==> src/hw/rtl/dllc_pkg.sv <==
package dllc_pkg;

  localparam int POOL_ENTRIES_DEF = 64;
  localparam int VALUE_WIDTH_DEF  = 32;
  localparam int DATA_W           = 32;
  localparam int COUNT_W          = 7;
  localparam int REQ_W            = 4;

  localparam logic [REQ_W-1:0] REQ_QUERY      = 4'd0;
  localparam logic [REQ_W-1:0] REQ_CLEAR      = 4'd1;
  localparam logic [REQ_W-1:0] REQ_INS_HEAD   = 4'd2;
  localparam logic [REQ_W-1:0] REQ_INS_TAIL   = 4'd3;
  localparam logic [REQ_W-1:0] REQ_CUR_HEAD   = 4'd4;
  localparam logic [REQ_W-1:0] REQ_CUR_TAIL   = 4'd5;
  localparam logic [REQ_W-1:0] REQ_DEL_HEAD   = 4'd6;
  localparam logic [REQ_W-1:0] REQ_DEL_TAIL   = 4'd7;
  localparam logic [REQ_W-1:0] REQ_DEL_AFTER  = 4'd8;
  localparam logic [REQ_W-1:0] REQ_DEL_BEFORE = 4'd9;
  localparam logic [REQ_W-1:0] REQ_INS_AFTER  = 4'd10;
  localparam logic [REQ_W-1:0] REQ_INS_BEFORE = 4'd11;
  localparam logic [REQ_W-1:0] REQ_UPDATE     = 4'd12;
  localparam logic [REQ_W-1:0] REQ_STEP_NEXT  = 4'd13;
  localparam logic [REQ_W-1:0] REQ_STEP_PREV  = 4'd14;

  typedef struct packed {
    logic [REQ_W-1:0]         req_type;
    logic signed [DATA_W-1:0] value_in;
  } req_t;

  typedef struct packed {
    logic                     error_flag;
    logic                     cursor_valid;
    logic signed [DATA_W-1:0] cursor_value;
    logic                     head_valid;
    logic signed [DATA_W-1:0] head_value;
    logic signed [DATA_W-1:0] tail_value;
    logic [COUNT_W-1:0]       item_count;
  } rsp_t;

  // datapath micro-operations issued by the controller
  typedef enum logic [4:0] {
    CMD_NONE,
    CMD_LOAD,
    CMD_CLEAR,
    CMD_CUR_END,
    CMD_UPDATE,
    CMD_RD_CUR,
    CMD_STEP_SET,
    CMD_ALLOC_RD,
    CMD_ALLOC,
    CMD_ERR,
    CMD_INS_END1,
    CMD_INS_END2,
    CMD_INS_ADJ1,
    CMD_INS_ADJ2,
    CMD_DEL_END0,
    CMD_DEL_END1,
    CMD_FLIP,
    CMD_DEL_ADJ1,
    CMD_DEL_ADJ2,
    CMD_RD_HEAD,
    CMD_RD_TAIL,
    CMD_RD_CURV,
    CMD_OUT
  } cmd_t;

  typedef struct packed {
    logic cur_ok;
    logic front_ok;
    logic rd_ok;
    logic rd_is_back;
    logic can_alloc;
  } stat_t;

  // requests that walk the list toward the head
  function automatic logic req_dir(input logic [REQ_W-1:0] code);
    return code inside {REQ_INS_TAIL, REQ_CUR_TAIL, REQ_DEL_TAIL, REQ_DEL_BEFORE,
                        REQ_INS_BEFORE, REQ_STEP_PREV};
  endfunction

endpackage

==> src/hw/rtl/dllc_ram.sv <==
module dllc_ram #(
  parameter int WIDTH = 32,
  parameter int DEPTH = 64
) (
  input  logic                     clk,
  input  logic                     we,
  input  logic [$clog2(DEPTH)-1:0] waddr,
  input  logic [WIDTH-1:0]         wdata,
  input  logic                     re,
  input  logic [$clog2(DEPTH)-1:0] raddr,
  output logic [WIDTH-1:0]         rdata
);

  logic [WIDTH-1:0] mem [DEPTH];

  always_ff @(posedge clk) begin
    if (we) begin
      mem[waddr] <= wdata;
    end
    if (re) begin
      rdata <= mem[raddr];
    end
  end

endmodule

==> src/hw/rtl/dllc_datapath.sv <==
module dllc_datapath #(
  parameter int POOL_ENTRIES = dllc_pkg::POOL_ENTRIES_DEF,
  parameter int VALUE_WIDTH  = dllc_pkg::VALUE_WIDTH_DEF
) (
  input  logic           clk,
  input  logic           rst,
  input  dllc_pkg::cmd_t cmd,
  input  dllc_pkg::req_t req,
  output dllc_pkg::stat_t stat,
  output dllc_pkg::rsp_t result
);

  localparam int PW = $clog2(POOL_ENTRIES + 1);
  localparam int AW = $clog2(POOL_ENTRIES);
  localparam int VW = VALUE_WIDTH;
  localparam int DW = dllc_pkg::DATA_W;
  localparam int CW = dllc_pkg::COUNT_W;
  localparam logic [PW-1:0] NIL = PW'(POOL_ENTRIES);

  logic [PW-1:0] head, tail, cur, free_top, fresh, used;
  logic [PW-1:0] a, y, n;
  logic          dir, err;
  logic [VW-1:0] vin, hv, tv;

  logic [PW-1:0] front, back, frd;
  logic [VW+DW-1:0] vin_ext;

  // forward/backward link ports, mapped onto next/prev by dir
  logic          f_we, b_we, link_re;
  logic [AW-1:0] f_addr, b_addr, link_raddr;
  logic [PW-1:0] f_data, b_data;
  logic          val_we, val_re;
  logic [AW-1:0] val_waddr, val_raddr;
  logic [VW-1:0] val_wdata, val_rdata;
  logic          fr_we, fr_re;
  logic [AW-1:0] fr_waddr, fr_raddr, fr_wdata, fr_rdata;
  logic [PW-1:0] next_rdata, prev_rdata;

  logic [VW+DW-1:0] cv_ext, hv_ext, tv_ext;
  logic [PW+CW-1:0] cnt_ext;

  assign front = dir ? tail : head;
  assign back  = dir ? head : tail;
  assign frd   = dir ? prev_rdata : next_rdata;
  assign vin_ext = {{VW{1'b0}}, req.value_in};

  assign stat.cur_ok     = cur < NIL;
  assign stat.front_ok   = front < NIL;
  assign stat.rd_ok      = frd < NIL;
  assign stat.rd_is_back = frd == back;
  assign stat.can_alloc  = (free_top != '0) || (fresh < NIL);

  always_comb begin
    f_we = 1'b0; f_addr = '0; f_data = '0;
    b_we = 1'b0; b_addr = '0; b_data = '0;
    link_re = 1'b0; link_raddr = '0;
    val_we = 1'b0; val_waddr = '0; val_wdata = '0;
    val_re = 1'b0; val_raddr = '0;
    fr_we = 1'b0; fr_waddr = free_top[AW-1:0]; fr_wdata = a[AW-1:0];
    fr_re = 1'b0; fr_raddr = '0;
    case (cmd)
      dllc_pkg::CMD_UPDATE: begin
        val_we = 1'b1; val_waddr = cur[AW-1:0]; val_wdata = vin;
      end
      dllc_pkg::CMD_RD_CUR: begin
        link_re = 1'b1; link_raddr = cur[AW-1:0];
      end
      dllc_pkg::CMD_ALLOC_RD: begin
        fr_re = 1'b1;
        fr_raddr = AW'(free_top - PW'(1));
      end
      dllc_pkg::CMD_INS_END1: begin
        val_we = 1'b1; val_waddr = n[AW-1:0]; val_wdata = vin;
        b_we = 1'b1; b_addr = n[AW-1:0]; b_data = NIL;
        f_we = 1'b1; f_addr = n[AW-1:0]; f_data = front;
      end
      dllc_pkg::CMD_INS_END2: begin
        b_we = front < NIL; b_addr = front[AW-1:0]; b_data = n;
      end
      dllc_pkg::CMD_INS_ADJ1: begin
        val_we = 1'b1; val_waddr = n[AW-1:0]; val_wdata = vin;
        b_we = 1'b1; b_addr = n[AW-1:0]; b_data = cur;
        f_we = 1'b1; f_addr = n[AW-1:0]; f_data = frd;
      end
      dllc_pkg::CMD_INS_ADJ2: begin
        f_we = 1'b1; f_addr = cur[AW-1:0]; f_data = n;
        b_we = y < NIL; b_addr = y[AW-1:0]; b_data = n;
      end
      dllc_pkg::CMD_DEL_END0: begin
        link_re = 1'b1; link_raddr = front[AW-1:0];
      end
      dllc_pkg::CMD_DEL_END1: begin
        fr_we = free_top < NIL;
        b_we = frd < NIL; b_addr = frd[AW-1:0]; b_data = NIL;
      end
      dllc_pkg::CMD_DEL_ADJ1: begin
        link_re = 1'b1; link_raddr = frd[AW-1:0];
      end
      dllc_pkg::CMD_DEL_ADJ2: begin
        fr_we = free_top < NIL;
        f_we = 1'b1; f_addr = cur[AW-1:0]; f_data = frd;
        b_we = frd < NIL; b_addr = frd[AW-1:0]; b_data = cur;
      end
      dllc_pkg::CMD_RD_HEAD: begin
        val_re = 1'b1; val_raddr = head[AW-1:0];
      end
      dllc_pkg::CMD_RD_TAIL: begin
        val_re = 1'b1; val_raddr = tail[AW-1:0];
      end
      dllc_pkg::CMD_RD_CURV: begin
        val_re = 1'b1; val_raddr = cur[AW-1:0];
      end
      default: begin
      end
    endcase
  end

  dllc_ram #(.WIDTH(VW), .DEPTH(POOL_ENTRIES)) u_val_ram (
    .clk(clk), .we(val_we), .waddr(val_waddr), .wdata(val_wdata),
    .re(val_re), .raddr(val_raddr), .rdata(val_rdata)
  );

  dllc_ram #(.WIDTH(PW), .DEPTH(POOL_ENTRIES)) u_next_ram (
    .clk(clk), .we(dir ? b_we : f_we), .waddr(dir ? b_addr : f_addr),
    .wdata(dir ? b_data : f_data), .re(link_re), .raddr(link_raddr),
    .rdata(next_rdata)
  );

  dllc_ram #(.WIDTH(PW), .DEPTH(POOL_ENTRIES)) u_prev_ram (
    .clk(clk), .we(dir ? f_we : b_we), .waddr(dir ? f_addr : b_addr),
    .wdata(dir ? f_data : b_data), .re(link_re), .raddr(link_raddr),
    .rdata(prev_rdata)
  );

  dllc_ram #(.WIDTH(AW), .DEPTH(POOL_ENTRIES)) u_free_ram (
    .clk(clk), .we(fr_we), .waddr(fr_waddr), .wdata(fr_wdata),
    .re(fr_re), .raddr(fr_raddr), .rdata(fr_rdata)
  );

  assign cv_ext  = {{DW{1'b0}}, val_rdata};
  assign hv_ext  = {{DW{1'b0}}, hv};
  assign tv_ext  = {{DW{1'b0}}, tv};
  assign cnt_ext = {{CW{1'b0}}, used};

  always_ff @(posedge clk) begin
    if (rst) begin
      head <= NIL;
      tail <= NIL;
      cur <= NIL;
      free_top <= '0;
      fresh <= '0;
      used <= '0;
      dir <= 1'b0;
      err <= 1'b0;
    end else begin
      case (cmd)
        dllc_pkg::CMD_LOAD: begin
          vin <= vin_ext[VW-1:0];
          dir <= dllc_pkg::req_dir(req.req_type);
          err <= 1'b0;
        end
        dllc_pkg::CMD_CLEAR: begin
          head <= NIL;
          tail <= NIL;
          cur <= NIL;
          free_top <= '0;
          fresh <= '0;
          used <= '0;
        end
        dllc_pkg::CMD_CUR_END: cur <= front;
        dllc_pkg::CMD_STEP_SET: cur <= frd;
        dllc_pkg::CMD_ALLOC: begin
          if (free_top != '0) begin
            n <= PW'(fr_rdata);
            free_top <= free_top - PW'(1);
          end else begin
            n <= fresh;
            fresh <= fresh + PW'(1);
          end
          used <= used + PW'(1);
        end
        dllc_pkg::CMD_ERR: err <= 1'b1;
        dllc_pkg::CMD_INS_END2: begin
          if (dir) tail <= n;
          else head <= n;
          if (!(front < NIL)) begin
            if (dir) head <= n;
            else tail <= n;
          end
        end
        dllc_pkg::CMD_INS_ADJ1: y <= frd;
        dllc_pkg::CMD_INS_ADJ2: begin
          if (!(y < NIL)) begin
            if (dir) head <= n;
            else tail <= n;
          end
        end
        dllc_pkg::CMD_DEL_END0: begin
          a <= front;
          if (cur == front) cur <= NIL;
        end
        dllc_pkg::CMD_DEL_END1: begin
          if (dir) tail <= frd;
          else head <= frd;
          if (!(frd < NIL)) begin
            if (dir) head <= NIL;
            else tail <= NIL;
          end
          if (free_top < NIL) free_top <= free_top + PW'(1);
          if (used != '0) used <= used - PW'(1);
        end
        dllc_pkg::CMD_FLIP: dir <= ~dir;
        dllc_pkg::CMD_DEL_ADJ1: a <= frd;
        dllc_pkg::CMD_DEL_ADJ2: begin
          if (free_top < NIL) free_top <= free_top + PW'(1);
          if (used != '0) used <= used - PW'(1);
        end
        dllc_pkg::CMD_RD_TAIL: hv <= val_rdata;
        dllc_pkg::CMD_RD_CURV: tv <= val_rdata;
        dllc_pkg::CMD_OUT: begin
          result.error_flag   <= err;
          result.cursor_valid <= cur < NIL;
          result.cursor_value <= (cur < NIL) ? cv_ext[DW-1:0] : '0;
          result.head_valid   <= head < NIL;
          result.head_value   <= (head < NIL) ? hv_ext[DW-1:0] : '0;
          result.tail_value   <= (tail < NIL) ? tv_ext[DW-1:0] : '0;
          result.item_count   <= cnt_ext[CW-1:0];
        end
        default: begin
        end
      endcase
    end
  end

  // every node handed out is either in the list or back on the free stack
  a_pool_balance: assert property (@(posedge clk) disable iff (rst)
    ({1'b0, free_top} + {1'b0, used}) == {1'b0, fresh})
    else $error("pool accounting out of balance");

  a_ends_agree: assert property (@(posedge clk) disable iff (rst)
    (head < NIL) == (tail < NIL))
    else $error("head and tail validity disagree");

  a_cursor_in_list: assert property (@(posedge clk) disable iff (rst)
    (cur < NIL) |-> (head < NIL))
    else $error("cursor valid on an empty list");

endmodule

==> src/hw/rtl/dllc_ctrl.sv <==
module dllc_ctrl (
  input  logic                       clk,
  input  logic                       rst,
  input  logic                       start,
  input  logic [dllc_pkg::REQ_W-1:0] req_type,
  input  dllc_pkg::stat_t            stat,
  output dllc_pkg::cmd_t             cmd,
  output logic                       busy,
  output logic                       done
);

  typedef enum logic [4:0] {
    S_IDLE, S_CLEAR, S_CUR_END, S_UPDATE, S_STEP_RD, S_STEP_SET,
    S_ALLOC_RD, S_ALLOC, S_INS_END1, S_INS_END2, S_INS_ADJ_RD, S_INS_ADJ1,
    S_INS_ADJ2, S_DEL_END0, S_DEL_END1, S_DEL_ADJ_RD, S_DEL_ADJ1, S_DEL_ADJ2,
    S_RD_HEAD, S_RD_TAIL, S_RD_CURV, S_OUT
  } state_t;

  state_t state, state_next;
  logic [dllc_pkg::REQ_W-1:0] op;
  logic ins_end;

  assign busy = state != S_IDLE;
  assign ins_end = (op == dllc_pkg::REQ_INS_HEAD) || (op == dllc_pkg::REQ_INS_TAIL);

  always_comb begin
    cmd = dllc_pkg::CMD_NONE;
    state_next = state;
    case (state)
      S_IDLE: begin
        if (start) begin
          cmd = dllc_pkg::CMD_LOAD;
          case (req_type)
            dllc_pkg::REQ_CLEAR: state_next = S_CLEAR;
            dllc_pkg::REQ_INS_HEAD, dllc_pkg::REQ_INS_TAIL: state_next = S_ALLOC_RD;
            dllc_pkg::REQ_CUR_HEAD, dllc_pkg::REQ_CUR_TAIL: state_next = S_CUR_END;
            dllc_pkg::REQ_DEL_HEAD, dllc_pkg::REQ_DEL_TAIL: state_next = S_DEL_END0;
            dllc_pkg::REQ_DEL_AFTER, dllc_pkg::REQ_DEL_BEFORE:
              state_next = stat.cur_ok ? S_DEL_ADJ_RD : S_RD_HEAD;
            dllc_pkg::REQ_INS_AFTER, dllc_pkg::REQ_INS_BEFORE:
              state_next = stat.cur_ok ? S_ALLOC_RD : S_RD_HEAD;
            dllc_pkg::REQ_UPDATE:
              state_next = stat.cur_ok ? S_UPDATE : S_RD_HEAD;
            dllc_pkg::REQ_STEP_NEXT, dllc_pkg::REQ_STEP_PREV:
              state_next = stat.cur_ok ? S_STEP_RD : S_RD_HEAD;
            default: state_next = S_RD_HEAD;
          endcase
        end
      end
      S_CLEAR: begin
        cmd = dllc_pkg::CMD_CLEAR;
        state_next = S_RD_HEAD;
      end
      S_CUR_END: begin
        cmd = dllc_pkg::CMD_CUR_END;
        state_next = S_RD_HEAD;
      end
      S_UPDATE: begin
        cmd = dllc_pkg::CMD_UPDATE;
        state_next = S_RD_HEAD;
      end
      S_STEP_RD: begin
        cmd = dllc_pkg::CMD_RD_CUR;
        state_next = S_STEP_SET;
      end
      S_STEP_SET: begin
        cmd = dllc_pkg::CMD_STEP_SET;
        state_next = S_RD_HEAD;
      end
      S_ALLOC_RD: begin
        if (stat.can_alloc) begin
          cmd = dllc_pkg::CMD_ALLOC_RD;
          state_next = S_ALLOC;
        end else begin
          cmd = dllc_pkg::CMD_ERR;
          state_next = S_RD_HEAD;
        end
      end
      S_ALLOC: begin
        cmd = dllc_pkg::CMD_ALLOC;
        state_next = ins_end ? S_INS_END1 : S_INS_ADJ_RD;
      end
      S_INS_END1: begin
        cmd = dllc_pkg::CMD_INS_END1;
        state_next = S_INS_END2;
      end
      S_INS_END2: begin
        cmd = dllc_pkg::CMD_INS_END2;
        state_next = S_RD_HEAD;
      end
      S_INS_ADJ_RD: begin
        cmd = dllc_pkg::CMD_RD_CUR;
        state_next = S_INS_ADJ1;
      end
      S_INS_ADJ1: begin
        cmd = dllc_pkg::CMD_INS_ADJ1;
        state_next = S_INS_ADJ2;
      end
      S_INS_ADJ2: begin
        cmd = dllc_pkg::CMD_INS_ADJ2;
        state_next = S_RD_HEAD;
      end
      S_DEL_END0: begin
        if (stat.front_ok) begin
          cmd = dllc_pkg::CMD_DEL_END0;
          state_next = S_DEL_END1;
        end else begin
          state_next = S_RD_HEAD;
        end
      end
      S_DEL_END1: begin
        cmd = dllc_pkg::CMD_DEL_END1;
        state_next = S_RD_HEAD;
      end
      S_DEL_ADJ_RD: begin
        cmd = dllc_pkg::CMD_RD_CUR;
        state_next = S_DEL_ADJ1;
      end
      S_DEL_ADJ1: begin
        if (!stat.rd_ok) begin
          state_next = S_RD_HEAD;
        end else if (stat.rd_is_back) begin
          // neighbor is the far end: becomes a delete at that end
          cmd = dllc_pkg::CMD_FLIP;
          state_next = S_DEL_END0;
        end else begin
          cmd = dllc_pkg::CMD_DEL_ADJ1;
          state_next = S_DEL_ADJ2;
        end
      end
      S_DEL_ADJ2: begin
        cmd = dllc_pkg::CMD_DEL_ADJ2;
        state_next = S_RD_HEAD;
      end
      S_RD_HEAD: begin
        cmd = dllc_pkg::CMD_RD_HEAD;
        state_next = S_RD_TAIL;
      end
      S_RD_TAIL: begin
        cmd = dllc_pkg::CMD_RD_TAIL;
        state_next = S_RD_CURV;
      end
      S_RD_CURV: begin
        cmd = dllc_pkg::CMD_RD_CURV;
        state_next = S_OUT;
      end
      S_OUT: begin
        cmd = dllc_pkg::CMD_OUT;
        state_next = S_IDLE;
      end
      default: state_next = S_IDLE;
    endcase
  end

  always_ff @(posedge clk) begin
    if (rst) begin
      state <= S_IDLE;
      done <= 1'b0;
    end else begin
      state <= state_next;
      done <= state == S_OUT;
      if (state == S_IDLE && start) op <= req_type;
    end
  end

  a_done_pulse: assert property (@(posedge clk) disable iff (rst)
    done |=> !done)
    else $error("result strobe longer than one cycle");

  a_out_strobe: assert property (@(posedge clk) disable iff (rst)
    (state == S_OUT) |=> (done && !busy))
    else $error("result not presented after output step");

  a_accept_busy: assert property (@(posedge clk) disable iff (rst)
    (start && !busy) |=> busy)
    else $error("accepted request did not start work");

endmodule

==> src/hw/rtl/doubly_linked_list_cursor_engine.sv <==
// the result strobe follows the dependent link reads/writes in the pool memories and then
// a value readout through the RD_HEAD, RD_TAIL, RD_CURV and OUT states
// one request at a time, taken while busy is low; start may be taken in the cycle done is high
// reset (rst, synchronous): list empty, cursor invalid, pool fully free
// the result is shown for one cycle with done; the receiver cannot stall
module doubly_linked_list_cursor_engine #(
  parameter int POOL_ENTRIES = dllc_pkg::POOL_ENTRIES_DEF,
  parameter int VALUE_WIDTH  = dllc_pkg::VALUE_WIDTH_DEF
) (
  input  logic           clk,
  input  logic           rst,
  input  logic           start,
  output logic           busy,
  input  dllc_pkg::req_t req,
  output logic           done,
  output dllc_pkg::rsp_t result
);

  dllc_pkg::cmd_t  cmd;
  dllc_pkg::stat_t stat;

  dllc_ctrl u_ctrl (
    .clk(clk), .rst(rst), .start(start), .req_type(req.req_type),
    .stat(stat), .cmd(cmd), .busy(busy), .done(done)
  );

  dllc_datapath #(
    .POOL_ENTRIES(POOL_ENTRIES),
    .VALUE_WIDTH(VALUE_WIDTH)
  ) u_datapath (
    .clk(clk), .rst(rst), .cmd(cmd), .req(req), .stat(stat), .result(result)
  );

endmodule

==> config.mk <==
export PLATFORM = sky130hd
export DESIGN_NAME = doubly_linked_list_cursor_engine
export DESIGN_NICKNAME = d
export VERILOG_FILES = /design/src/hw/rtl/dllc_pkg.sv /design/src/hw/rtl/dllc_ram.sv /design/src/hw/rtl/dllc_datapath.sv /design/src/hw/rtl/dllc_ctrl.sv /design/src/hw/rtl/doubly_linked_list_cursor_engine.sv
export SDC_FILE = /design/constraint.sdc
export NUM_CORES = 2
export LEC_CHECK = 0
export BUFFER_PORTS_ARGS = -buffer_cell sky130_fd_sc_hd__buf_4
export CAP_MARGIN = 0
export CELL_PAD_IN_SITES_DETAIL_PLACEMENT = 1
export CELL_PAD_IN_SITES_GLOBAL_PLACEMENT = 1
export CORE_MARGIN = 2
export CORE_UTILIZATION = 30
export CTS_CLUSTER_SIZE = 28
export DETAILED_ROUTE_END_ITERATION = 12
export HOLD_SLACK_MARGIN = 0.02
export MAX_ROUTING_LAYER = met4
export PLACE_DENSITY = 0.61
export SKIP_CTS_REPAIR_TIMING = 1
export SYNTH_ARGS = -nofsm -noshare
export SYNTH_HDL_FRONTEND = slang
export SYNTH_SLANG_ARGS = --single-unit
==> constraint.sdc <==
create_clock -name clk -period 17.8 [get_ports clk]
set_input_delay 0 -clock clk [delete_from_list [all_inputs] [get_ports clk]]
set_output_delay 0 -clock clk [all_outputs]
set_load 0.02 [all_outputs]
==> summary.txt <==
Overflow after GRT: 0
Routed vias: 90400
Gpl congestion: 0.840
Initial core utilization: 30.1%
Chip height: 703 µm
Antenna-violating nets left: 0
PwrDens: 115 nW/µm²
Worst-case clock buffer depth: 4
Leakage: 54.9 nW
Syn. warnings: 0
Clk pin slew, worst setup/hold paths: 60 ps
Final worst path period share: 43.0%
Share of synthesized registers carrying an async set or reset: 0%
Num CTS Buffers: 375
I/O pin cnt: 147
Crit path max fanout: 99
Clock Skew: 74.0 ps
Syn nets: 10300
Gate Count Post-Synth: 10200
Syn Area/Cell: 14.3 µm²
TritonCTS clock tree: done
Most frequent cells in the layout: 3605 x edfxtp_1, 1659 x nand2_1, 671 x a211oi_1
Critical path launch point type: register
CTS H-tree depth: 5
Die width: 703 µm
Worst Hold Class: input port to register
Max-Cap Viols: 0
DPL Wire Length: 259 mm
Initial antenna violation count: 34
Layout cell share with drive strength beyond 1: 10.4%
Worst-Skew Late Latency: 980 ps
Unique cell type count in the Yosys netlist: 69
Avg WL per Cell: 26.0 µm
Final Hold Viols: 0
Hold Worst Slack: 77.4 ps
Layout overhead on the synthesized area: 14.7%
# rows: 256
Pin count of the biggest net entering global routing: 169
First-pass GRT wire length: 644 mm
WL final: 445 mm
CP Data Arrival Time: 8380 ps
Count of nets after finishing: 10400
Synth Flop Type: edfxtp_1
Die Area: 494000 µm²
Gr usage total: 18.0%
Detailed router's first-iteration violation count: 8364
Via density: 5.29
Crit Path Class: register to register
Count of pins over their slew limit: 0
Port Buffer Count: 146
Sequential-to-total area share from yosys stat: 74.6%
Worst vdd ir: 0.0875 mV
Root Driver: clkbuf_16
Vias in the first global route: 92400
DRT Pass-1 Iters: 6
Fin crit period: 7650 ps
Final setup fails: 0
Actual slew at the worst max-slew pin: 1290 ps
EDFF count, synth: 3605
RSZ-0062 raised after global routing: false
Yosys reg bits: 3655
Most common library cell in the layout ignoring fill and taps: edfxtp_1
Critical path endpoint category: register
Total core area: 486000 µm²
Slew margin rel.: 13.2%
Worst EP required: 18530 ps
Setup TNS: 0 ps
Residual DRC: 0
CTS Sinks: 3655
Outcome: finished clean
Fmax: 0.131 GHz
Mapped Area: 146000 µm²
Total power: 0.0193 W
## registers in the layout, summed over array words and instances (netlist names), 32 cells and up
name and flops:
u_datapath.tv 32, u_datapath.u_free_ram.mem 384, u_datapath.result 106, u_datapath.hv 32, u_datapath.vin 32, u_datapath.u_next_ram.mem 448
u_datapath.u_val_ram.rdata 32, u_datapath.u_val_ram.mem 2048, u_datapath.u_prev_ram.mem 448
## synthesized netlist by cell type, types with 11 or more instances
cell | number | area share, %
or3_1 | 113 | 0.48
buf_6 | 11 | 0.085
dfxtp_1 | 50 | 0.68
a211oi_1 | 671 | 3.4
buf_4 | 12 | 0.062
buf_1 | 31 | 0.079
and2_1 | 45 | 0.19
clkbuf_1 | 575 | 1.5
o2111ai_1 | 13 | 0.078
nor3_1 | 47 | 0.16
o211ai_1 | 92 | 0.47
o22ai_1 | 30 | 0.13
a22o_1 | 24 | 0.14
and3_1 | 11 | 0.047
nand2_1 | 1661 | 4.3
mux2_2 | 19 | 0.15
a21o_1 | 15 | 0.077
edfxtp_1 | 3605 | 74
nor2_1 | 434 | 1.1
a311oi_1 | 289 | 1.7
o21ai_0 | 56 | 0.19
a221o_1 | 22 | 0.15
a22oi_1 | 158 | 0.81
a222oi_1 | 25 | 0.17
a21oi_1 | 582 | 2.0
mux4_2 | 29 | 0.45
inv_1 | 15 | 0.038
a31oi_1 | 304 | 1.3
xnor2_1 | 22 | 0.13
a221oi_1 | 97 | 0.58
mux2i_1 | 172 | 1.2
nand3_1 | 161 | 0.55
buf_2 | 129 | 0.44
nor2b_1 | 618 | 2.6
## final cells by class
class / count / area (µm²)
clock inverters: 207 / 2110
clock buffers: 473 / 9880
well taps: 6450 / 8070
fillers: 50400 / 318000
inverters: 15 / 56.3
flip-flops and latches: 3655 / 109000
diodes: 32 / 80.1
multi-input cells: 5810 / 34900
repair buffers: 451 / 3630
## per-stage QoR
stage                     utilization [%]  setup slack [ps]  instances  instance area (µm²)
after floorplan                         -              8790      10200               146000
after global placement               31.9             10420      16300               155000
after detailed placement             31.9             10240      16300               155000
after CTS                            34.4             10240      17000               167000
after global routing                 34.5              9770      17100               168000
final                                34.5             10150      17100               168000
## critical path, stage by stage, from the launching register on
cell,delay (ps)
dfxtp_2,780
buf_4,530
mux2_2,500
or3_4,450
a21oi_4,610
a221o_4,860
buf_4,900
buf_4,910
buf_4,670
a221oi_1,230
a31oi_1,290
o2111ai_1,200
a22o_1,230
## report_power, final
part           total [W]  internal [W]  switching, W
clock            0.00783       0.00446       0.00337
combinational    0.00162      0.000435       0.00118
sequential       0.00987       0.00969      0.000179
## cells by family after synthesis
logic type               synth area share, %
flip-flops                              74.6
AND/OR/NAND/NOR                         9.63
AO/OA/AOI/OAI                           11.5
buffers and inverters                   2.18
multiplexers                            1.77
XOR/XNOR                               0.191
adder cells (fa/ha/maj)               0.0906
## routing by layer
| metal | share of wire, % | GRT usage (%) |
|---|---|---|
| met5 | 0 | - |
| met1 | 44 | 24.1 |
| met2 | 48 | 29.0 |
| met4 | 2.4 | 4.39 |
| met3 | 5.7 | 2.24 |
## final timing paths
kind	start	to	slack [ps]	cells past startpoint
hold reg to reg	u_datapath.fresh[6]$_SDFFE_PP0P_	u_datapath.fresh[6]$_SDFFE_PP0P_	470	1
hold / removal	req[34]	u_ctrl.op[2]$_DFFE_PP_	80	2
setup / recovery	u_datapath.dir$_SDFFE_PP0P_	u_datapath.u_prev_ram.rdata[0]$_DFFE_PN_	10150	12
setup reg to reg	u_datapath.dir$_SDFFE_PP0P_	u_datapath.u_prev_ram.rdata[0]$_DFFE_PN_	10150	12
(Power assumes the default switching activity.)
